==> config.mk <==
export PLATFORM = sky130hd
export DESIGN_NAME = nine_bit_bus_master_sequencer_flat
export DESIGN_NICKNAME = d
export VERILOG_FILES = /design/src/design/nbms_pkg.sv /design/src/design/nbms_chan_if.sv /design/src/design/nine_bit_bus_master_sequencer.sv /design/src/design/nbms_txbuf.sv /design/src/design/nbms_core.sv /design/src/flat_wrapper.sv
export VERILOG_INCLUDE_DIRS = /design/src /design/src/design
export SDC_FILE = /design/constraint.sdc
export NUM_CORES = 1
export LEC_CHECK = 0
export BUFFER_PORTS_ARGS = -buffer_cell sky130_fd_sc_hd__buf_2
export CORE_MARGIN = 4
export CORE_UTILIZATION = 58
export CTS_CLUSTER_SIZE = 20
export DETAILED_ROUTE_END_ITERATION = 7
export HOLD_SLACK_MARGIN = 0.12
export PLACE_DENSITY = 0.75
export RECOVER_POWER = 25
export SLEW_MARGIN = 25
export SYNTH_ARGS = -nofsm -noshare
export SYNTH_HDL_FRONTEND = slang
export SYNTH_SLANG_ARGS = --single-unit
==> constraint.sdc <==
create_clock -name i_clk -period 4.02 [get_ports i_clk]
set_input_delay 0.402 -clock i_clk [delete_from_list [all_inputs] [get_ports i_clk]]
set_output_delay 0.402 -clock i_clk [all_outputs]
set_load 0.02 [all_outputs]
==> src/design/assert_macros.svh <==
// assertion macros used by the sequencer core
// no dependencies
`ifndef ASSERT_MACROS_SVH
`define ASSERT_MACROS_SVH

// plain property, checked outside reset
`define NBMS_ASSERT(lbl, clk, rst_n, prop, msg) \
    lbl: assert property (@(posedge clk) disable iff (!rst_n) (prop)) else $error(msg);

// same-cycle implication, checked outside reset
`define NBMS_ASSERT_IMPL(lbl, clk, rst_n, ante, cons, msg) \
    lbl: assert property (@(posedge clk) disable iff (!rst_n) (ante) |-> (cons)) else $error(msg);

`endif

==> src/design/nbms_pkg.sv <==
// package for the nine-bit bus master sequencer
// beat types, operation and status codes, parameter defaults; no dependencies
`timescale 1ns / 1ps

package nbms_pkg;

    localparam int MAX_BYTES_DEF    = 64;
    localparam int TICKS_PER_MS_DEF = 10;

    localparam logic [8:0]  ADDR_FLAG  = 9'h100;
    localparam logic [15:0] TICKS_SAT  = 16'hFFFF;

    localparam logic [3:0] OP_LOAD     = 4'd0;
    localparam logic [3:0] OP_ADDRESS  = 4'd1;
    localparam logic [3:0] OP_TRANSFER = 4'd2;
    localparam logic [3:0] OP_ABORT    = 4'd3;
    localparam logic [3:0] OP_RX_BYTE  = 4'd4;
    localparam logic [3:0] OP_TX_EMPTY = 4'd5;
    localparam logic [3:0] OP_SR_EMPTY = 4'd6;
    localparam logic [3:0] OP_OVERRUN  = 4'd7;
    localparam logic [3:0] OP_TICK     = 4'd8;

    localparam logic [2:0] ST_IDLE      = 3'd0;
    localparam logic [2:0] ST_BUSY      = 3'd1;
    localparam logic [2:0] ST_LOST      = 3'd2;
    localparam logic [2:0] ST_MISMATCH  = 3'd3;
    localparam logic [2:0] ST_TIMEOUT   = 3'd4;
    localparam logic [2:0] ST_COLLISION = 3'd5;

    typedef struct packed {
        logic [3:0]  operation;
        logic [7:0]  slave_address;
        logic [12:0] timeout_ms;
        logic [6:0]  tx_length;
        logic [6:0]  rx_length;
        logic [5:0]  buffer_index;
        logic [8:0]  data_word;
    } t_cmd;

    typedef struct packed {
        logic       accepted;
        logic       tx_valid;
        logic [8:0] tx_word;
        logic       rx_valid;
        logic [7:0] rx_data;
        logic [5:0] rx_index;
        logic [2:0] status;
        logic       drive_enable;
    } t_rsp;

endpackage

==> src/design/nbms_chan_if.sv <==
// valid/ready channel carrying one beat of a given payload type
// no dependencies
`timescale 1ns / 1ps

interface nbms_chan_if #(
    parameter type T = logic
);
    logic valid;
    logic ready;
    T     payload;

    modport source (output valid, output payload, input ready);
    modport sink   (input valid, input payload, output ready);
endinterface

==> src/design/nine_bit_bus_master_sequencer.sv <==
// Master sequencer for a 9-bit multidrop UART bus. Every command or line event
// beat on i_cmd yields exactly one result beat on o_rsp, in order. A beat is
// registered on entry in r_in, handled by combinational logic and registered
// again in r_out, from which its result is offered on o_rsp; a stalled o_rsp
// holds the beat in r_in. One beat per cycle is taken sustained while o_rsp
// does not stall; a stalled o_rsp holds at most one input beat plus one
// result. The tx buffer is a MAX_BYTES x 8 memory whose read port is
// addressed one beat ahead at the next byte position, with write bypass, so
// loads while busy are seen by the very next transmit-ready event.
// depends on nbms_pkg, nbms_chan_if, nbms_txbuf and nbms_core
`timescale 1ns / 1ps

module nine_bit_bus_master_sequencer #(
    parameter int MAX_BYTES    = nbms_pkg::MAX_BYTES_DEF,
    parameter int TICKS_PER_MS = nbms_pkg::TICKS_PER_MS_DEF
) (
    input  logic        i_clk,
    input  logic        i_rst_n,
    nbms_chan_if.sink   i_cmd,
    nbms_chan_if.source o_rsp
);

    localparam int AW = (MAX_BYTES > 1) ? $clog2(MAX_BYTES) : 1;
    localparam int CW = $clog2(MAX_BYTES + 1);

    logic          wr_en;
    logic [AW-1:0] wr_addr;
    logic [7:0]    wr_data;
    logic [AW-1:0] rd_addr;
    logic [7:0]    rd_data;

    nbms_core #(
        .MAX_BYTES    (MAX_BYTES),
        .TICKS_PER_MS (TICKS_PER_MS),
        .AW           (AW),
        .CW           (CW)
    ) u_core (
        .i_clk     (i_clk),
        .i_rst_n   (i_rst_n),
        .i_cmd     (i_cmd),
        .o_rsp     (o_rsp),
        .o_wr_en   (wr_en),
        .o_wr_addr (wr_addr),
        .o_wr_data (wr_data),
        .o_rd_addr (rd_addr),
        .i_rd_data (rd_data)
    );

    nbms_txbuf #(
        .DEPTH (MAX_BYTES),
        .AW    (AW)
    ) u_txbuf (
        .i_clk     (i_clk),
        .i_wr_en   (wr_en),
        .i_wr_addr (wr_addr),
        .i_wr_data (wr_data),
        .i_rd_addr (rd_addr),
        .o_rd_data (rd_data)
    );

endmodule

==> src/design/nbms_txbuf.sv <==
// tx byte buffer: one write port, one registered read port with write bypass
// no package dependencies
`timescale 1ns / 1ps

module nbms_txbuf #(
    parameter int DEPTH = 64,
    parameter int AW    = 6
) (
    input  logic          i_clk,
    input  logic          i_wr_en,
    input  logic [AW-1:0] i_wr_addr,
    input  logic [7:0]    i_wr_data,
    input  logic [AW-1:0] i_rd_addr,
    output logic [7:0]    o_rd_data
);

    logic [7:0] r_mem [DEPTH];
    logic [7:0] r_rd_data;

    always_ff @(posedge i_clk) begin
        if (i_wr_en) begin
            r_mem[i_wr_addr] <= i_wr_data;
        end
        if (i_wr_en && (i_wr_addr == i_rd_addr)) begin
            r_rd_data <= i_wr_data;
        end else begin
            r_rd_data <= r_mem[i_rd_addr];
        end
    end

    assign o_rd_data = r_rd_data;

endmodule

==> src/design/nbms_core.sv <==
// sequencer core: input register, phase/state update, result register
// depends on nbms_pkg, nbms_chan_if and assert_macros.svh
`timescale 1ns / 1ps

module nbms_core #(
    parameter int MAX_BYTES    = nbms_pkg::MAX_BYTES_DEF,
    parameter int TICKS_PER_MS = nbms_pkg::TICKS_PER_MS_DEF,
    parameter int AW           = 6,
    parameter int CW           = 7
) (
    input  logic          i_clk,
    input  logic          i_rst_n,
    nbms_chan_if.sink     i_cmd,
    nbms_chan_if.source   o_rsp,
    output logic          o_wr_en,
    output logic [AW-1:0] o_wr_addr,
    output logic [7:0]    o_wr_data,
    output logic [AW-1:0] o_rd_addr,
    input  logic [7:0]    i_rd_data
);

    `include "assert_macros.svh"

    localparam logic [2:0] PH_IDLE      = 3'd0;
    localparam logic [2:0] PH_SEND_ADDR = 3'd1;
    localparam logic [2:0] PH_RECV_ADDR = 3'd2;
    localparam logic [2:0] PH_SEND_DATA = 3'd3;
    localparam logic [2:0] PH_RECV_DATA = 3'd4;

    logic             r_in_v;
    nbms_pkg::t_cmd   r_in;
    logic             r_out_v;
    nbms_pkg::t_rsp   r_out;
    logic             advance;

    logic [2:0]    r_phase,    n_phase;
    logic [2:0]    r_status,   n_status;
    logic [CW-1:0] r_byte_pos, n_byte_pos;
    logic [CW-1:0] r_send_cnt, n_send_cnt;
    logic [CW-1:0] r_recv_cnt, n_recv_cnt;
    logic [7:0]    r_target,   n_target;
    logic [15:0]   r_limit,    n_limit;
    logic [15:0]   r_ticks,    n_ticks;
    logic          r_line_dir, n_line_dir;

    nbms_pkg::t_rsp rsp;
    logic [CW-1:0]  tx_len, rx_len;
    logic [31:0]    tick_prod;
    logic [15:0]    limit_new;
    logic [15:0]    ticks_inc;
    logic [CW-1:0]  pos_inc;
    logic [CW+5:0]  pos_ext;
    logic [AW+5:0]  idx_ext;

    assign advance     = r_in_v && (!r_out_v || o_rsp.ready);
    assign i_cmd.ready = !r_in_v || advance;

    always_ff @(posedge i_clk) begin
        if (!i_rst_n) begin
            r_in_v <= 1'b0;
        end else if (i_cmd.ready) begin
            r_in_v <= i_cmd.valid;
        end
    end

    always_ff @(posedge i_clk) begin
        if (i_cmd.valid && i_cmd.ready) begin
            r_in <= i_cmd.payload;
        end
    end

    // command decode helpers
    always_comb begin
        tx_len = (32'(r_in.tx_length) > MAX_BYTES) ? CW'(MAX_BYTES) : CW'(r_in.tx_length);
        rx_len = (32'(r_in.rx_length) > MAX_BYTES) ? CW'(MAX_BYTES) : CW'(r_in.rx_length);
        tick_prod = 32'(r_in.timeout_ms) * 32'(TICKS_PER_MS);
        limit_new = (tick_prod > 32'(nbms_pkg::TICKS_SAT)) ? nbms_pkg::TICKS_SAT
                                                           : tick_prod[15:0];
        ticks_inc = r_ticks + 16'd1;
        pos_inc   = r_byte_pos + CW'(1);
        pos_ext   = (CW+6)'(r_byte_pos);
        idx_ext   = (AW+6)'(r_in.buffer_index);
    end

    always_comb begin
        n_phase    = r_phase;
        n_status   = r_status;
        n_byte_pos = r_byte_pos;
        n_send_cnt = r_send_cnt;
        n_recv_cnt = r_recv_cnt;
        n_target   = r_target;
        n_limit    = r_limit;
        n_ticks    = r_ticks;
        n_line_dir = r_line_dir;
        rsp          = '0;
        rsp.accepted = 1'b1;
        o_wr_en      = 1'b0;
        o_wr_addr    = idx_ext[AW-1:0];
        o_wr_data    = r_in.data_word[7:0];
        if (advance) begin
            unique case (r_in.operation)
                nbms_pkg::OP_LOAD: begin
                    o_wr_en = (32'(r_in.buffer_index) < MAX_BYTES);
                end
                nbms_pkg::OP_ADDRESS: begin
                    if (r_phase != PH_IDLE) begin
                        rsp.accepted = 1'b0;
                    end else begin
                        n_target     = r_in.slave_address;
                        n_limit      = limit_new;
                        n_phase      = PH_SEND_ADDR;
                        n_line_dir   = 1'b1;
                        n_status     = nbms_pkg::ST_BUSY;
                        rsp.tx_valid = 1'b1;
                        rsp.tx_word  = {1'b0, r_in.slave_address} | nbms_pkg::ADDR_FLAG;
                    end
                end
                nbms_pkg::OP_TRANSFER: begin
                    if (r_phase != PH_IDLE) begin
                        rsp.accepted = 1'b0;
                    end else begin
                        n_send_cnt = tx_len;
                        n_recv_cnt = rx_len;
                        n_limit    = limit_new;
                        if (tx_len != '0) begin
                            n_phase    = PH_SEND_DATA;
                            n_line_dir = 1'b1;
                            n_status   = nbms_pkg::ST_BUSY;
                            n_byte_pos = '0;
                        end else if (rx_len != '0) begin
                            n_phase    = PH_RECV_DATA;
                            n_line_dir = 1'b0;
                            n_status   = nbms_pkg::ST_BUSY;
                            n_byte_pos = '0;
                            n_ticks    = '0;
                        end
                    end
                end
                nbms_pkg::OP_ABORT: begin
                    n_phase    = PH_IDLE;
                    n_line_dir = 1'b0;
                    n_status   = nbms_pkg::ST_IDLE;
                end
                nbms_pkg::OP_RX_BYTE: begin
                    if (r_phase == PH_RECV_ADDR) begin
                        n_phase    = PH_IDLE;
                        n_line_dir = 1'b0;
                        n_status   = (r_in.data_word == ({1'b0, r_target} | nbms_pkg::ADDR_FLAG))
                                     ? nbms_pkg::ST_IDLE : nbms_pkg::ST_MISMATCH;
                    end else if (r_phase == PH_RECV_DATA) begin
                        if (r_in.data_word[8]) begin
                            n_phase    = PH_IDLE;
                            n_line_dir = 1'b0;
                            n_status   = nbms_pkg::ST_COLLISION;
                        end else begin
                            rsp.rx_valid = 1'b1;
                            rsp.rx_data  = r_in.data_word[7:0];
                            rsp.rx_index = pos_ext[5:0];
                            n_byte_pos   = pos_inc;
                            if (pos_inc >= r_recv_cnt) begin
                                n_phase    = PH_IDLE;
                                n_line_dir = 1'b0;
                                n_status   = nbms_pkg::ST_IDLE;
                            end
                        end
                    end
                end
                nbms_pkg::OP_TX_EMPTY, nbms_pkg::OP_SR_EMPTY: begin
                    if (r_phase == PH_SEND_ADDR) begin
                        if (r_in.operation == nbms_pkg::OP_SR_EMPTY) begin
                            n_phase    = PH_RECV_ADDR;
                            n_line_dir = 1'b0;
                            n_ticks    = '0;
                        end
                    end else if (r_phase == PH_SEND_DATA) begin
                        if (r_byte_pos < r_send_cnt) begin
                            rsp.tx_valid = 1'b1;
                            rsp.tx_word  = (32'(r_byte_pos) < MAX_BYTES)
                                           ? {1'b0, i_rd_data} : 9'd0;
                            n_byte_pos   = pos_inc;
                        end else if (r_in.operation == nbms_pkg::OP_SR_EMPTY) begin
                            if (r_recv_cnt != '0) begin
                                n_phase    = PH_RECV_DATA;
                                n_line_dir = 1'b0;
                                n_status   = nbms_pkg::ST_BUSY;
                                n_byte_pos = '0;
                                n_ticks    = '0;
                            end else begin
                                n_phase    = PH_IDLE;
                                n_line_dir = 1'b0;
                                n_status   = nbms_pkg::ST_IDLE;
                            end
                        end
                    end
                end
                nbms_pkg::OP_OVERRUN: begin
                    if (r_phase == PH_RECV_ADDR || r_phase == PH_RECV_DATA) begin
                        n_phase    = PH_IDLE;
                        n_line_dir = 1'b0;
                        n_status   = nbms_pkg::ST_LOST;
                    end
                end
                nbms_pkg::OP_TICK: begin
                    if ((r_phase == PH_RECV_ADDR || r_phase == PH_RECV_DATA)
                            && r_limit != '0) begin
                        n_ticks = ticks_inc;
                        if (ticks_inc >= r_limit) begin
                            n_phase    = PH_IDLE;
                            n_line_dir = 1'b0;
                            n_status   = nbms_pkg::ST_TIMEOUT;
                        end
                    end
                end
                default: begin
                    rsp.accepted = 1'b0;
                end
            endcase
        end
        rsp.status       = n_status;
        rsp.drive_enable = n_line_dir;
    end

    // buffer is read one beat ahead at the next byte position
    assign o_rd_addr = n_byte_pos[AW-1:0];

    always_ff @(posedge i_clk) begin
        if (!i_rst_n) begin
            r_phase    <= PH_IDLE;
            r_status   <= nbms_pkg::ST_IDLE;
            r_byte_pos <= '0;
            r_send_cnt <= '0;
            r_recv_cnt <= '0;
            r_target   <= '0;
            r_limit    <= '0;
            r_ticks    <= '0;
            r_line_dir <= 1'b0;
            r_out_v    <= 1'b0;
        end else begin
            r_phase    <= n_phase;
            r_status   <= n_status;
            r_byte_pos <= n_byte_pos;
            r_send_cnt <= n_send_cnt;
            r_recv_cnt <= n_recv_cnt;
            r_target   <= n_target;
            r_limit    <= n_limit;
            r_ticks    <= n_ticks;
            r_line_dir <= n_line_dir;
            if (advance) begin
                r_out_v <= 1'b1;
            end else if (o_rsp.ready) begin
                r_out_v <= 1'b0;
            end
        end
    end

    always_ff @(posedge i_clk) begin
        if (advance) begin
            r_out <= rsp;
        end
    end

    assign o_rsp.valid   = r_out_v;
    assign o_rsp.payload = r_out;

    `NBMS_ASSERT(a_busy_iff_active, i_clk, i_rst_n,
        (r_phase != PH_IDLE) == (r_status == nbms_pkg::ST_BUSY), "status/phase disagree")
    `NBMS_ASSERT_IMPL(a_drive_only_sending, i_clk, i_rst_n, r_line_dir,
        (r_phase == PH_SEND_ADDR || r_phase == PH_SEND_DATA), "line driven outside send")
    `NBMS_ASSERT_IMPL(a_rx_only_in_data, i_clk, i_rst_n, advance && rsp.rx_valid,
        (r_phase == PH_RECV_DATA) && (32'(r_byte_pos) < MAX_BYTES), "rx beat out of phase")

endmodule

==> src/flat_wrapper.sv <==
// flat-port wrapper written by rule: the top's interface ports become plain ports
module nine_bit_bus_master_sequencer_flat import nbms_pkg::*;
#(
    parameter int MAX_BYTES    = nbms_pkg::MAX_BYTES_DEF,
    parameter int TICKS_PER_MS = nbms_pkg::TICKS_PER_MS_DEF
)
  (i_clk, i_rst_n, i_cmd_valid, i_cmd_payload, i_cmd_ready, o_rsp_valid, o_rsp_payload, o_rsp_ready);
  nbms_chan_if #(.T(t_cmd)) i_cmd_i ();
  nbms_chan_if #(.T(t_rsp)) o_rsp_i ();
  input  logic i_clk;
  input  logic i_rst_n;
  input wire logic [$bits(i_cmd_i.valid)-1:0] i_cmd_valid;
  input wire logic [$bits(i_cmd_i.payload)-1:0] i_cmd_payload;
  output wire logic [$bits(i_cmd_i.ready)-1:0] i_cmd_ready;
  output wire logic [$bits(o_rsp_i.valid)-1:0] o_rsp_valid;
  output wire logic [$bits(o_rsp_i.payload)-1:0] o_rsp_payload;
  input wire logic [$bits(o_rsp_i.ready)-1:0] o_rsp_ready;
  assign i_cmd_i.valid = i_cmd_valid;
  assign i_cmd_i.payload = i_cmd_payload;
  assign i_cmd_ready = i_cmd_i.ready;
  assign o_rsp_valid = o_rsp_i.valid;
  assign o_rsp_payload = o_rsp_i.payload;
  assign o_rsp_i.ready = o_rsp_ready;
  nine_bit_bus_master_sequencer #(.MAX_BYTES(MAX_BYTES), .TICKS_PER_MS(TICKS_PER_MS)) u_core (.i_clk(i_clk), .i_rst_n(i_rst_n), .i_cmd(i_cmd_i), .o_rsp(o_rsp_i));
endmodule
==> impl_metrics.py, run 1 <==
metrics = {
    "status": {
        "outcome": "finished, violations left",
        "violations": "max-capacitance violations, max-slew violations",
    },
    "die": {
        "floorplan.die_area_sq_um": 51500,
        "floorplan.initialDensity_pct": 58.5,
        "die_h_um": 227,
        "row_count": 80,
        "core_area_sq_um": 47500,
        "design.portCount": 90,
        "die_span_in_x_um": 227,
    },
    "grt": {
        "first_pass_grt_wire_length_um": 99000,
        "grt_usage_pct": 25.7,
        "gr-usage-met2_pct": 41.8,
        "grt_max_degree": 66,
        "grt-busiest-layer": "met2",
        "grt.met3_usage_pct": 4.27,
        "grt_antenna_before_repair": 0,
        "grt_overflow": 0,
        "grt_pass1_vias": 15900,
        "global_route.usage.met1_pct": 36.6,
    },
    "min_path": {
        "min_delay_path_depth": 3,
        "min_from": "o_rsp_ready",
        "min_to": "u_core.u_core.o_rsp.valid$_SDFFE_PN0P_",
        "hold_path_class": "in -> reg",
    },
    "sta": {
        "timing.final.setup_violations": 0,
        "finalMaxSlewViolations": 454,
        "report.final.hold_viol_count": 0,
        "skew_ps": 38.1,
        "layout_worst_path_cycle_share_pct": 97.2,
        "final.min_clock_period_ps": 3910,
        "relative_slew_slack_pct": -113,
        "achievable-frequency_mhz": 256,
        "worst-slew-pin-transition_ps": 3190,
    },
    "synthesis": {
        "synth_ff_type": "sky130_fd_sc_hd__edfxtp_1",
        "post_synth_num_cell_types": 71,
        "synth_seq_area_share_pct": 69.8,
        "postSynthCellCount": 1634,
        "syn-num-nets": 1746,
        "average_instance_area_after_synthesis_sq_um": 17.0,
        "flip_flop_and_latch_count_after_synthesis": 672,
        "netlist_area_sq_um": 27800,
        "synth_edf_count": 596,
        "post_synthesis_async_set_or_reset_flop_share_pct": 0,
        "synth_warnings": 0,
    },
    "setup_path": {
        "cp_data_arrival_time_ps": 4260,
        "worst-r2r-cell-count": 13,
        "critical_path_end_type": "flop",
        "setup.reg_to_reg.worst_slack_ps": 110,
        "critical_path_class": "reg -> reg",
        "worstPathMaxFanout": 4,
        "r2r_endpoint": "u_core.u_core.o_rsp.payload[0]$_DFFE_PP_",
        "critical_path_required_ps": 4370,
        "critPathLaunchType": "flop",
        "regToRegStartpoint": "u_core.u_core.r_ticks[3]$_SDFFE_PN0P_",
    },
    "pwr": {
        "switchingPower_w": 0.00300,
        "p_clk_share_pct": 43.8,
        "p_leak_nw": 10.4,
        "swShare_pct": 20.7,
        "cellInternalPower_w": 0.0115,
        "power_frac_seq_pct": 53.1,
        "power.ir.vdd_worst_v": 0.000319,
        "power.density_cell_area_nw_per_um2": 453,
        "comb_power_share_pct": 3.2,
    },
    "clock_network": {
        "cts_made_buffers": 69,
        "clock_sinks": 672,
        "clk_path_buf_depth": 3,
        "cts.reportedPaths.clkPinSlew_ps": 60,
        "cts_root_buffer": "sky130_fd_sc_hd__clkbuf_16",
        "cts_tree": "yes",
        "htree_num_levels": 3,
        "clk_latency_ps": 620,
    },
    "routing": {
        "drc": 0,
        "wl_per_cell_um": 26.1,
        "viasPerCell": 6.35,
        "drtIter0Drc": 1951,
        "drtPass1Iterations": 6,
        "vias": 15900,
        "route.antenna.remaining_nets": 0,
        "detail_route.wirelength_um": 65200,
    },
    "placement": {
        "port_buffers": 89,
        "placed_cells_incl_taps": 2316,
        "dp_hpwl_um": 39800,
        "globalplace.congestion": 0.933,
        "placed_area_sq_um": 29200,
    },
    "cells_and_area": {
        "layout-drive-gt1-share_pct": 21.6,
        "areaGrowthSynthToFinish_pct": 15.1,
        "finalNetCount": 1944,
        "num-fill-cells": 2992,
        "layout.cells.non_filler": 2501,
        "finish.instance_area_sq_um": 32000,
        "num_antenna_cells": 0,
    },
    "run": {
        "max_cap_viol_count": 7,
    },
}
kinds of logic after synthesis:
family                     synth area share (%)
muxes                                      13.1
adders and majority gates                  2.45
xor gates and xnor gates                   1.16
AOI/OAI and AO/OA                          4.65
DFF                                        69.8
buffers and inverters                      1.84
and+or+nand+nor                            6.98
sequential cells by signal (all words and copies together), names as in the netlist, 3 cells and up, named ones only:
register,cells
u_core.u_core.r_ticks,16
u_core.u_core.r_phase,3
u_core.u_core.r_send_cnt,7
u_core.u_core.r_in,40
u_core.u_core.r_recv_cnt,7
u_core.u_core.o_rsp.payload,30
u_core.u_core.r_byte_pos,7
u_core.u_core.r_target,8
u_core.u_core.r_limit,16
u_core.u_core.o_wr_data,8
u_core.u_core.r_status,3
u_core.u_core.o_wr_addr,6
u_core.u_txbuf.r_mem,512
per-layer routing:
metal  vias to the layer above  part of all wire, %
met5                         -                    0
met4                         0                  2.5
met3                       121                  7.9
met2                       794                   49
met1                      8112                   40
li1                       6862                    -
cells in the final DEF, fill, tap and decap left out, drive strengths merged, types with 6 or more instances in the layout:
master       count
or3              8
nand4           11
xnor2           21
inv             53
edfxtp         596
nor2            99
o221a            8
or4              6
clkbuf         117
buf            121
ha              53
dlygate4sd3     55
and2            25
mux4           160
nor3            14
a21boi          20
o21a             6
a31oi           15
nor2b           35
o22ai           13
dfxtp           76
a21oi           50
nor3b           15
a21o             6
nor4            14
xor2            16
o21ai           47
nand3           34
nand2           82
clkinv          29
nand2b          13
power by group through the flow:
stage          combinational [W]  sequential (W)  clock [W]
2_1_floorplan           0.000201         0.00788          0
4_1_cts                 0.000459         0.00770    0.00644
6_report                0.000460         0.00771    0.00636
5_1_grt                 0.000503         0.00771    0.00676
3_5_place_dp            0.000414         0.00785          0
3_3_place_gp            0.000398         0.00785          0
repair_timing:
| action | in CTS | in global routing |
|---|---|---|
| cloned | 0 | 0 |
| setup buffers | 2 | 3 |
| setup endpoints to repair | 1 | 5 |
| resized for setup | 1 | 9 |
| hold buffers | 55 | 0 |
| pin swaps | 1 | 8 |
| endpoints found under the hold margin | 55 | 0 |
worst max-delay path by stage:
stage | start | to | depth (start not counted)
after CTS | u_core.u_core.r_ticks[2]$_SDFFE_PN0P_ | u_core.u_core.o_rsp.payload[0]$_DFFE_PP_ | 13
after global routing | u_core.u_core.r_ticks[3]$_SDFFE_PN0P_ | u_core.u_core.o_rsp.payload[0]$_DFFE_PP_ | 13
final | u_core.u_core.r_ticks[3]$_SDFFE_PN0P_ | u_core.u_core.o_rsp.payload[0]$_DFFE_PP_ | 13
after global placement | u_core.u_core.r_ticks[2]$_SDFFE_PN0P_ | u_core.u_core.o_rsp.payload[0]$_DFFE_PP_ | 13
after floorplan | u_core.u_core.r_ticks[0]$_SDFFE_PN0P_ | u_core.u_core.o_rsp.payload[0]$_DFFE_PP_ | 13
after detailed placement | u_core.u_core.r_ticks[2]$_SDFFE_PN0P_ | u_core.u_core.o_rsp.payload[0]$_DFFE_PP_ | 13
cell usage after synthesis, types with 6 or more instances:
| cell | instances | area, sq um |
|---|---|---|
| sky130_fd_sc_hd__nand2_1 | 82 | 308 |
| sky130_fd_sc_hd__nor2_1 | 99 | 372 |
| sky130_fd_sc_hd__o21a_1 | 6 | 45.0 |
| sky130_fd_sc_hd__o22ai_1 | 13 | 81.3 |
| sky130_fd_sc_hd__a31oi_1 | 14 | 87.6 |
| sky130_fd_sc_hd__inv_1 | 48 | 180 |
| sky130_fd_sc_hd__buf_1 | 10 | 37.5 |
| sky130_fd_sc_hd__nor2b_1 | 35 | 219 |
| sky130_fd_sc_hd__dfxtp_1 | 76 | 1520 |
| sky130_fd_sc_hd__buf_2 | 14 | 70.1 |
| sky130_fd_sc_hd__o21ai_1 | 9 | 45.0 |
| sky130_fd_sc_hd__nor4_1 | 11 | 68.8 |
| sky130_fd_sc_hd__nor3_1 | 13 | 65.1 |
| sky130_fd_sc_hd__clkbuf_1 | 47 | 176 |
| sky130_fd_sc_hd__a21boi_1 | 10 | 75.1 |
| sky130_fd_sc_hd__nor3b_1 | 15 | 113 |
| sky130_fd_sc_hd__nand2b_1 | 13 | 81.3 |
| sky130_fd_sc_hd__a21o_1 | 6 | 45.0 |
| sky130_fd_sc_hd__o221a_2 | 8 | 90.1 |
| sky130_fd_sc_hd__mux4_2 | 160 | 3600 |
| sky130_fd_sc_hd__edfxtp_1 | 596 | 17900 |
| sky130_fd_sc_hd__xor2_1 | 16 | 140 |
| sky130_fd_sc_hd__nand3_1 | 34 | 170 |
| sky130_fd_sc_hd__a21boi_0 | 10 | 75.1 |
| sky130_fd_sc_hd__xnor2_1 | 21 | 184 |
| sky130_fd_sc_hd__a21oi_1 | 50 | 250 |
| sky130_fd_sc_hd__clkinv_1 | 11 | 41.3 |
| sky130_fd_sc_hd__nand4_1 | 11 | 68.8 |
| sky130_fd_sc_hd__o21ai_0 | 38 | 190 |
| sky130_fd_sc_hd__and2_1 | 25 | 156 |
| sky130_fd_sc_hd__or3_1 | 8 | 50.1 |
| sky130_fd_sc_hd__ha_1 | 53 | 663 |
worst max-delay path, stage by stage, from the launching register on:
cell                       delay (ps)
sky130_fd_sc_hd__dfxtp_2          360
sky130_fd_sc_hd__and3_4           200
sky130_fd_sc_hd__nand4_1          190
sky130_fd_sc_hd__nor2_2           210
sky130_fd_sc_hd__nand4_1          190
sky130_fd_sc_hd__xnor2_1          170
sky130_fd_sc_hd__ha_1             310
sky130_fd_sc_hd__nand4_1          170
sky130_fd_sc_hd__or3_4            420
sky130_fd_sc_hd__or4_4            570
sky130_fd_sc_hd__a31oi_4          200
sky130_fd_sc_hd__o211ai_1         130
sky130_fd_sc_hd__o31a_1           330
sky130_fd_sc_hd__or2_1            200
stage by stage:
stage               power [W]  setup WS [ps]  hold slack (ps)  util, %  setup TNS [ps]
floorplan             0.00808            396              452        -               0
global placement      0.00824            129              473     61.4               0
detailed placement    0.00826          -10.3              477     61.4           -10.3
CTS                    0.0146           18.3              133     67.4               0
global route           0.0150          -32.0              163     67.4           -32.0
finish                 0.0145            113              159     67.4               0
cell type report:
class | count | area, sq um | area share (%)
Clock inverter | 31 | 350 | 1.09
Timing Repair Buffer | 199 | 1430 | 4.46
Tap cell | 615 | 769 | 2.40
Multi-Input combinational cell | 831 | 7920 | 24.7
Inverter | 59 | 221 | 0.691
Sequential cell | 672 | 19400 | 60.7
Clock buffer | 94 | 1910 | 5.97
Power figures use the tool's default switching activity.
==> inputs of run 2 (changes only) <==
CORE_UTILIZATION = 35   (was 58)
PLACE_DENSITY = unset   (was 0.75)
SETUP_SLACK_MARGIN = 0.1   (was unset)
==> run 2 against run 1 <==
The run still ends with max-capacitance violations, max-slew violations left. Largest power group unchanged. Setup slack better by 180 ps. Clock power up 5.5%. Maximum frequency up 4.9%. Critical path depth unchanged. First-iteration DRC count fell by 38%. Worst hold slack gained 7.7 ps. Die area increased by 63%. Final area is 3.0% higher. Sequential cell count stayed put. Highest routed layer is now met5. Via count shrank 2.2%. Critical endpoint unchanged. Sequential power is essentially flat.
==> impl_metrics.py, run 2 (synthesis gave the netlist of run 1 again) <==
metrics = {
    "routing": {
        "drtIter0Drc": 1205,
        "detail_route.wirelength_um": 66700,
        "wl_per_cell_um": 22.4,
        "route.antenna.remaining_nets": 0,
        "drtPass1Iterations": 5,
        "viasPerCell": 5.22,
        "vias": 15500,
        "drc": 0,
    },
    "grt": {
        "first_pass_grt_wire_length_um": 101000,
        "grt_antenna_before_repair": 2,
        "grt_usage_pct": 15.7,
        "grt_overflow": 0,
        "grt_pass1_vias": 16000,
        "grt_max_degree": 66,
    },
    "sta": {
        "finalMaxSlewViolations": 345,
        "timing.final.setup_violations": 0,
        "skew_ps": 25.1,
        "fin_setup_tns_ps": 0,
        "relative_slew_slack_pct": -117,
        "achievable-frequency_mhz": 268,
        "report.final.hold_viol_count": 0,
        "worst-slew-pin-transition_ps": 3260,
        "setup_slack_ps": 294,
        "layout_worst_path_cycle_share_pct": 92.7,
        "unrepaired_setup_endpoints_after_global_routing": "no",
        "final.min_clock_period_ps": 3730,
    },
    "clock_network": {
        "cts_tree": "yes",
        "htree_num_levels": 3,
        "clk_latency_ps": 610,
        "clock_sinks": 672,
        "cts_made_buffers": 73,
        "cts.reportedPaths.clkPinSlew_ps": 60,
        "clk_path_buf_depth": 3,
        "cts_root_buffer": "sky130_fd_sc_hd__clkbuf_16",
    },
    "cells_and_area": {
        "areaGrowthSynthToFinish_pct": 18.6,
        "finalNetCount": 1979,
        "num_antenna_cells": 0,
        "layout_commonest_cell": "sky130_fd_sc_hd__edfxtp_1",
        "finish.instance_area_sq_um": 33000,
        "register_name_with_the_most_flops": "u_core.u_txbuf.r_mem",
        "multi_input_area_sq_um": 7920,
        "layout.cells.non_filler": 2977,
        "largest_reg_flops": 512,
        "layout-drive-gt1-share_pct": 23.7,
        "seq_area_sq_um": 19400,
        "most-common-layout-cells": "sky130_fd_sc_hd__edfxtp_1 (596), sky130_fd_sc_hd__mux4_2 (160), sky130_fd_sc_hd__nor2_1 (96)",
        "num-fill-cells": 7033,
    },
    "setup_path": {
        "cell_with_the_largest_stage_delay_on_the_worst_path": "sky130_fd_sc_hd__or4_4",
        "critical_path_class": "reg -> reg",
        "crit_path_end": "u_core.u_core.o_rsp.payload[0]$_DFFE_PP_",
        "crit_top_cell": "sky130_fd_sc_hd__nand4_1",
        "r2r_endpoint": "u_core.u_core.o_rsp.payload[0]$_DFFE_PP_",
        "critical_path_end_type": "flop",
        "critPathLaunchType": "flop",
        "cp_data_arrival_time_ps": 4080,
        "setup.reg_to_reg.worst_slack_ps": 290,
        "worst-r2r-cell-count": 13,
        "cp-startpoint": "u_core.u_core.r_ticks[3]$_SDFFE_PN0P_",
        "cp_slowest_stage_delay_ps": 450,
        "critical_path_required_ps": 4370,
        "worstPathMaxFanout": 4,
        "regToRegStartpoint": "u_core.u_core.r_ticks[3]$_SDFFE_PN0P_",
        "critical_path_cell_list": "and3_4 > nand4_1 > nor2_2 > nand4_1 > xnor2_1 > ha_1 > nand4_1 > or3_4 > or4_4 > a31oi_4 > o211ai_1 > o31a_1 > or2_1",
    },
    "die": {
        "die_h_um": 290,
        "design.portCount": 90,
        "die_span_in_x_um": 290,
        "floorplan.initialDensity_pct": 35.3,
        "row_count": 103,
        "core_area_sq_um": 78900,
        "floorplan.die_area_sq_um": 84100,
    },
    "placement": {
        "globalplace.congestion": 0.862,
        "placed_cells_incl_taps": 2780,
        "dp_hpwl_um": 43300,
        "placed_area_sq_um": 30000,
        "port_buffers": 89,
        "preCtsSetupSlack_ps": 103,
    },
    "pwr": {
        "p_clk_share_pct": 45.1,
        "fin_total_pwr_w": 0.0149,
        "swShare_pct": 20.6,
        "cellInternalPower_w": 0.0118,
        "power.ir.vdd_worst_v": 0.000311,
        "power.density_cell_area_nw_per_um2": 451,
        "switchingPower_w": 0.00307,
        "comb_power_share_pct": 3.1,
        "p_leak_nw": 10.7,
        "power_frac_seq_pct": 51.8,
    },
    "status": {
        "violations": "max-capacitance violations, max-slew violations",
        "outcome": "finished, violations left",
    },
    "min_path": {
        "hold_path_class": "in -> reg",
    },
    "run": {
        "max_cap_viol_count": 6,
    },
}
==> run 2: cell type report <==
cell class	count	area share [%]
clock buffer	100	6.22
clock inverter	35	1.12
sequential	672	58.9
timing repair buffer	230	5.10
inverter	59	0.671
multi-input combinational	831	24.0
tap	1050	3.98
==> run 2: critical path, delay by kind of cell (launching register included) <==
kind	cells	cell delay, ps
xor gates and xnor gates	1	170
DFF	1	360
and+or+nand+nor	8	2010
AOI/OAI and AO/OA	3	630
adders and majority gates	1	310
==> run 2: power by group through the flow <==
stage | Sequential (W) | Combinational (W) | Clock (W)
floorplan | 0.00788 | 0.000201 | 0
global placement | 0.00786 | 0.000410 | 0
detailed placement | 0.00786 | 0.000426 | 0
CTS | 0.00771 | 0.000471 | 0.00688
global route | 0.00772 | 0.000510 | 0.00717
finish | 0.00772 | 0.000462 | 0.00671
==> run 2: metal layers <==
metal,global-route usage [%],wire length (um),vias to the layer above
met3,4.06,4790,108
met5,0,23,-
li1,-,-,6944
met4,4.11,1490,4
met1,21.1,28200,8006
met2,25.5,32300,475
==> run 2: how the worst min path moves through the flow <==
stage          cells past startpoint  slack, ps                                     end                              startpoint
6_report                           3        170  u_core.u_core.o_rsp.valid$_SDFFE_PN0P_                             o_rsp_ready
5_1_grt                            3        170  u_core.u_core.o_rsp.valid$_SDFFE_PN0P_                             o_rsp_ready
4_1_cts                            3        130  u_core.u_core.o_rsp.valid$_SDFFE_PN0P_                             o_rsp_ready
3_5_place_dp                       2        480  u_core.u_core.r_ticks[15]$_SDFFE_PN0P_  u_core.u_core.r_ticks[15]$_SDFFE_PN0P_
3_3_place_gp                       2        470   u_core.u_core.r_ticks[4]$_SDFFE_PN0P_   u_core.u_core.r_ticks[4]$_SDFFE_PN0P_
2_1_floorplan                      2        450   u_core.u_core.r_ticks[4]$_SDFFE_PN0P_   u_core.u_core.r_ticks[4]$_SDFFE_PN0P_
==> run 2: metrics by stage <==
step	hold WS (ps)	utilization [%]
floorplan	452	-
global placement	465	38.0
global route	171	41.8
CTS	134	41.8
detailed placement	476	38.0
finish	166	41.8
==> run 2: what timing repair did <==
action                                  CTS  global route
endpoints found under the setup margin    1             6
gates resized for setup                   2             6
hold endpoints to repair                 55             0
pin swaps                                 2             9
buffers inserted                          4             3
hold buffers                             55             0
==> inputs of run 3 (changes only) <==
ABC_AREA = 1   (was unset)
CORE_UTILIZATION = 50   (was 35)
PLACE_DENSITY = 0.66   (was unset)
==> run 3 against run 2 <==
The run still ends with max-capacitance violations, max-slew violations left. Global-route usage increased by 8.3 points. Sequential share of layout area decreased by 0.057 points. Sequential cell count unchanged. Via count increased by 30%. Core utilization increased by 17 points. Synthesized area increased by 2.9%. Clock power decreased by 5.1%. Synthesized cell count increased by 61%. Critical path type unchanged. Critical endpoint is now u_core.u_txbuf.r_mem[51][2]$_DFFE_PP_. Largest power group unchanged.
==> impl_metrics.py, run 3 <==
metrics = {
    "routing": {
        "drc": 0,
        "detail_route.wirelength_um": 72900,
        "drtPass1Iterations": 6,
        "wl_per_cell_um": 20.1,
        "viasPerCell": 5.57,
        "drtIter0Drc": 1857,
        "vias": 20200,
        "route.antenna.remaining_nets": 0,
    },
    "grt": {
        "grt-busiest-layer": "met2",
        "grt.met3_usage_pct": 4.96,
        "gr-usage-met2_pct": 38.7,
        "grt_usage_pct": 24.0,
        "first_pass_grt_wire_length_um": 113000,
        "grt_max_degree": 137,
        "grt_antenna_before_repair": 3,
        "global_route.usage.met1_pct": 32.9,
        "grt_overflow": 0,
        "grt_pass1_vias": 19900,
    },
    "setup_path": {
        "cp_data_arrival_time_ps": 3280,
        "critical_path_end_type": "flop",
        "setup.reg_to_reg.worst_slack_ps": 690,
        "worst-r2r-cell-count": 1,
        "critical_path_cell_list": "clkbuf_1",
        "critical_path_required_ps": 3970,
        "cell_with_the_largest_stage_delay_on_the_worst_path": "sky130_fd_sc_hd__clkbuf_1",
        "regToRegStartpoint": "u_core.u_core.o_wr_data[2]$_DFFE_PP_",
        "worstPathMaxFanout": 64,
        "critical_path.top_delay_family": "buffers and inverters",
        "r2r_endpoint": "u_core.u_txbuf.r_mem[51][2]$_DFFE_PP_",
        "critPathLaunchType": "flop",
        "critical_path_class": "reg -> reg",
        "critical_path_buf_inv_count": 1,
        "cp_slowest_stage_delay_ps": 2210,
    },
    "synthesis": {
        "synthesized_area_fraction_occupied_by_and_or_nand_nor_cells_pct": 14.9,
        "netlist_area_sq_um": 28600,
        "yosys.area_share.xor_xnor_pct": 0.765,
        "adder_and_majority_cell_fraction_of_the_synthesized_area_pct": 2.39,
        "synthDominantCellAreaShare_pct": 62.5,
        "post_synth_main_area_contributors": "sky130_fd_sc_hd__edfxtp_1 (63%), sky130_fd_sc_hd__nand2_1 (6.4%), sky130_fd_sc_hd__nor2_1 (5.8%), sky130_fd_sc_hd__dfxtp_1 (5.3%), sky130_fd_sc_hd__o21ai_0 (5.2%)",
        "synth_ff_type": "sky130_fd_sc_hd__edfxtp_1",
        "post_synth_num_cell_types": 44,
        "synth_edf_count": 596,
        "synth_seq_area_share_pct": 67.8,
        "synth_warnings": 0,
        "synthDominantAreaCellType": "sky130_fd_sc_hd__edfxtp_1",
        "synth.area.mux_share_pct": 0,
        "synth_compound_gate_area_share_pct": 10.1,
        "main_combinational_cell_family_by_area_after_synthesis": "simple AND/OR/NAND/NOR gates",
        "post_synthesis_async_set_or_reset_flop_share_pct": 0,
        "post_synth_most_frequent_cells": "sky130_fd_sc_hd__edfxtp_1 (596), sky130_fd_sc_hd__nand2_1 (489), sky130_fd_sc_hd__nor2_1 (443)",
        "postSynthCellCount": 2638,
        "flip_flop_and_latch_count_after_synthesis": 672,
        "average_instance_area_after_synthesis_sq_um": 10.9,
        "syn-num-nets": 2750,
        "synth_most_common_cell": "sky130_fd_sc_hd__edfxtp_1",
    },
    "pwr": {
        "power.ir.vdd_worst_v": 0.000367,
        "swShare_pct": 21.0,
        "fin_total_pwr_w": 0.0146,
        "p_leak_nw": 12.4,
        "cellInternalPower_w": 0.0115,
        "switchingPower_w": 0.00306,
        "comb_power_share_pct": 3.6,
        "p_clk_share_pct": 43.6,
        "power_frac_seq_pct": 52.8,
        "power.density_cell_area_nw_per_um2": 442,
    },
    "status": {
        "violations": "max-capacitance violations, max-slew violations",
        "outcome": "finished, violations left",
    },
    "die": {
        "floorplan.initialDensity_pct": 50.7,
        "die_h_um": 247,
        "core_area_sq_um": 56500,
        "floorplan.die_area_sq_um": 61200,
        "design.portCount": 90,
        "row_count": 87,
        "die_span_in_x_um": 247,
    },
    "min_path": {
        "min_to": "u_core.u_core.r_target[4]$_SDFFE_PN0P_",
        "hold_path_class": "reg -> reg",
        "min_from": "u_core.u_core.r_target[4]$_SDFFE_PN0P_",
        "min_delay_path_depth": 2,
    },
    "placement": {
        "port_buffers": 89,
        "globalplace.congestion": 0.923,
        "placed_cells_incl_taps": 3444,
        "dp_hpwl_um": 44500,
    },
    "sta": {
        "relative_slew_slack_pct": -107,
        "achievable-frequency_mhz": 300,
        "fin_setup_tns_ps": 0,
        "report.final.hold_viol_count": 0,
        "worst-slew-pin-transition_ps": 3100,
        "final.min_clock_period_ps": 3330,
        "layout_worst_path_cycle_share_pct": 82.8,
        "hold_slack_ps": 473,
        "unrepaired_setup_endpoints_after_global_routing": "no",
        "timing.final.setup_violations": 0,
        "skew_ps": 23.4,
        "finalMaxSlewViolations": 325,
    },
    "cells_and_area": {
        "layout_commonest_cell": "sky130_fd_sc_hd__edfxtp_1",
        "largest_reg_flops": 512,
        "most-common-layout-cells": "sky130_fd_sc_hd__edfxtp_1 (596), sky130_fd_sc_hd__nand2_1 (489), sky130_fd_sc_hd__nor2_1 (443)",
        "areaGrowthSynthToFinish_pct": 15.3,
        "layout.cells.non_filler": 3628,
        "register_name_with_the_most_flops": "u_core.u_txbuf.r_mem",
        "layout-drive-gt1-share_pct": 9.58,
        "finalNetCount": 2927,
    },
    "run": {
        "max_cap_viol_count": 5,
    },
    "clock_network": {
        "clk_latency_ps": 610,
        "cts.reportedPaths.clkPinSlew_ps": 60,
        "cts_made_buffers": 69,
        "cts_tree": "yes",
        "cts_root_buffer": "sky130_fd_sc_hd__clkbuf_16",
        "clk_path_buf_depth": 3,
        "htree_num_levels": 3,
        "post_cts.repair.setup_buffers": 0,
        "clock_sinks": 672,
    },
}
run 3: changes by cell type after synthesis, sizes merged, moves of 19 or more:
cell and change:
nand2 +410, nor2 +347, o21ai +261, mux4 -160, inv +120, o22ai +114
nand3 +64, nor2b -35, clkbuf +30, and2 -24, buf +20, a21boi -19
run 3: power groups by stage:
stage	Clock, W	Combinational, W	Sequential (W)
2_1_floorplan	0	0.000238	0.00790
3_3_place_gp	0	0.000471	0.00785
3_5_place_dp	0	0.000478	0.00786
4_1_cts	0.00646	0.000523	0.00771
5_1_grt	0.00676	0.000582	0.00772
6_report	0.00637	0.000522	0.00772
run 3: final cells by class:
cell class	instances	area, sq um
well taps	756	946
clock buffers	87	1880
clock inverters	39	370
flip-flops and latches	672	19400
diodes	2	5.00
fillers	4575	23500
multi-input cells	1675	8050
inverters	169	641
repair buffers	228	1710
run 3: tightest hold or removal path: cells and delay by family (launching register included):
family / cells / cell delay [ps]
AO/OA/AOI/OAI: 1 / 50
buffers and inverters: 1 / 60
flip-flops: 1 / 320
run 3: how the worst max path moves through the flow:
stage | startpoint | endpoint | cells past startpoint
floorplan | u_core.u_core.r_ticks[0]$_SDFFE_PN0P_ | u_core.u_core.o_rsp.payload[0]$_DFFE_PP_ | 16
global placement | u_core.u_core.r_ticks[0]$_SDFFE_PN0P_ | u_core.u_core.o_rsp.payload[0]$_DFFE_PP_ | 18
detailed placement | u_core.u_core.r_ticks[0]$_SDFFE_PN0P_ | u_core.u_core.o_rsp.payload[0]$_DFFE_PP_ | 18
CTS | u_core.u_core.r_ticks[0]$_SDFFE_PN0P_ | u_core.u_core.o_rsp.payload[0]$_DFFE_PP_ | 18
global route | u_core.u_core.o_wr_data[2]$_DFFE_PP_ | u_core.u_txbuf.r_mem[4][2]$_DFFE_PP_ | 1
finish | u_core.u_core.o_wr_data[2]$_DFFE_PP_ | u_core.u_txbuf.r_mem[51][2]$_DFFE_PP_ | 1
run 3: per-stage QoR:
stage	setup WS (ps)	utilization [%]	instance area [sq um]
6_report	692	58.4	33000
5_1_grt	375	58.4	33000
4_1_cts	923	58.5	33000
3_5_place_dp	918	53.5	30200
3_3_place_gp	1040	53.5	30200
2_1_floorplan	1390	-	28600
run 3: kinds of logic after synthesis:
kind of cell               after synthesis
xor gates and xnor gates                25
DFF                                    672
AOI/OAI and AO/OA                      527
adders and majority gates               54
buffers and inverters                  291
and+or+nand+nor                       1069
run 3: metal layers:
layer  vias up  share of wire [%]
li1       9581                  -
met1      9745                 43
met2       770                 46
met3       124                8.0
met4         2                2.9
met5         -              0.022
run 3: timing repair:
action,4_1_cts,5_1_grt
endpoints found under the hold margin,56,0
resized for setup,0,0
hold buffers,56,0
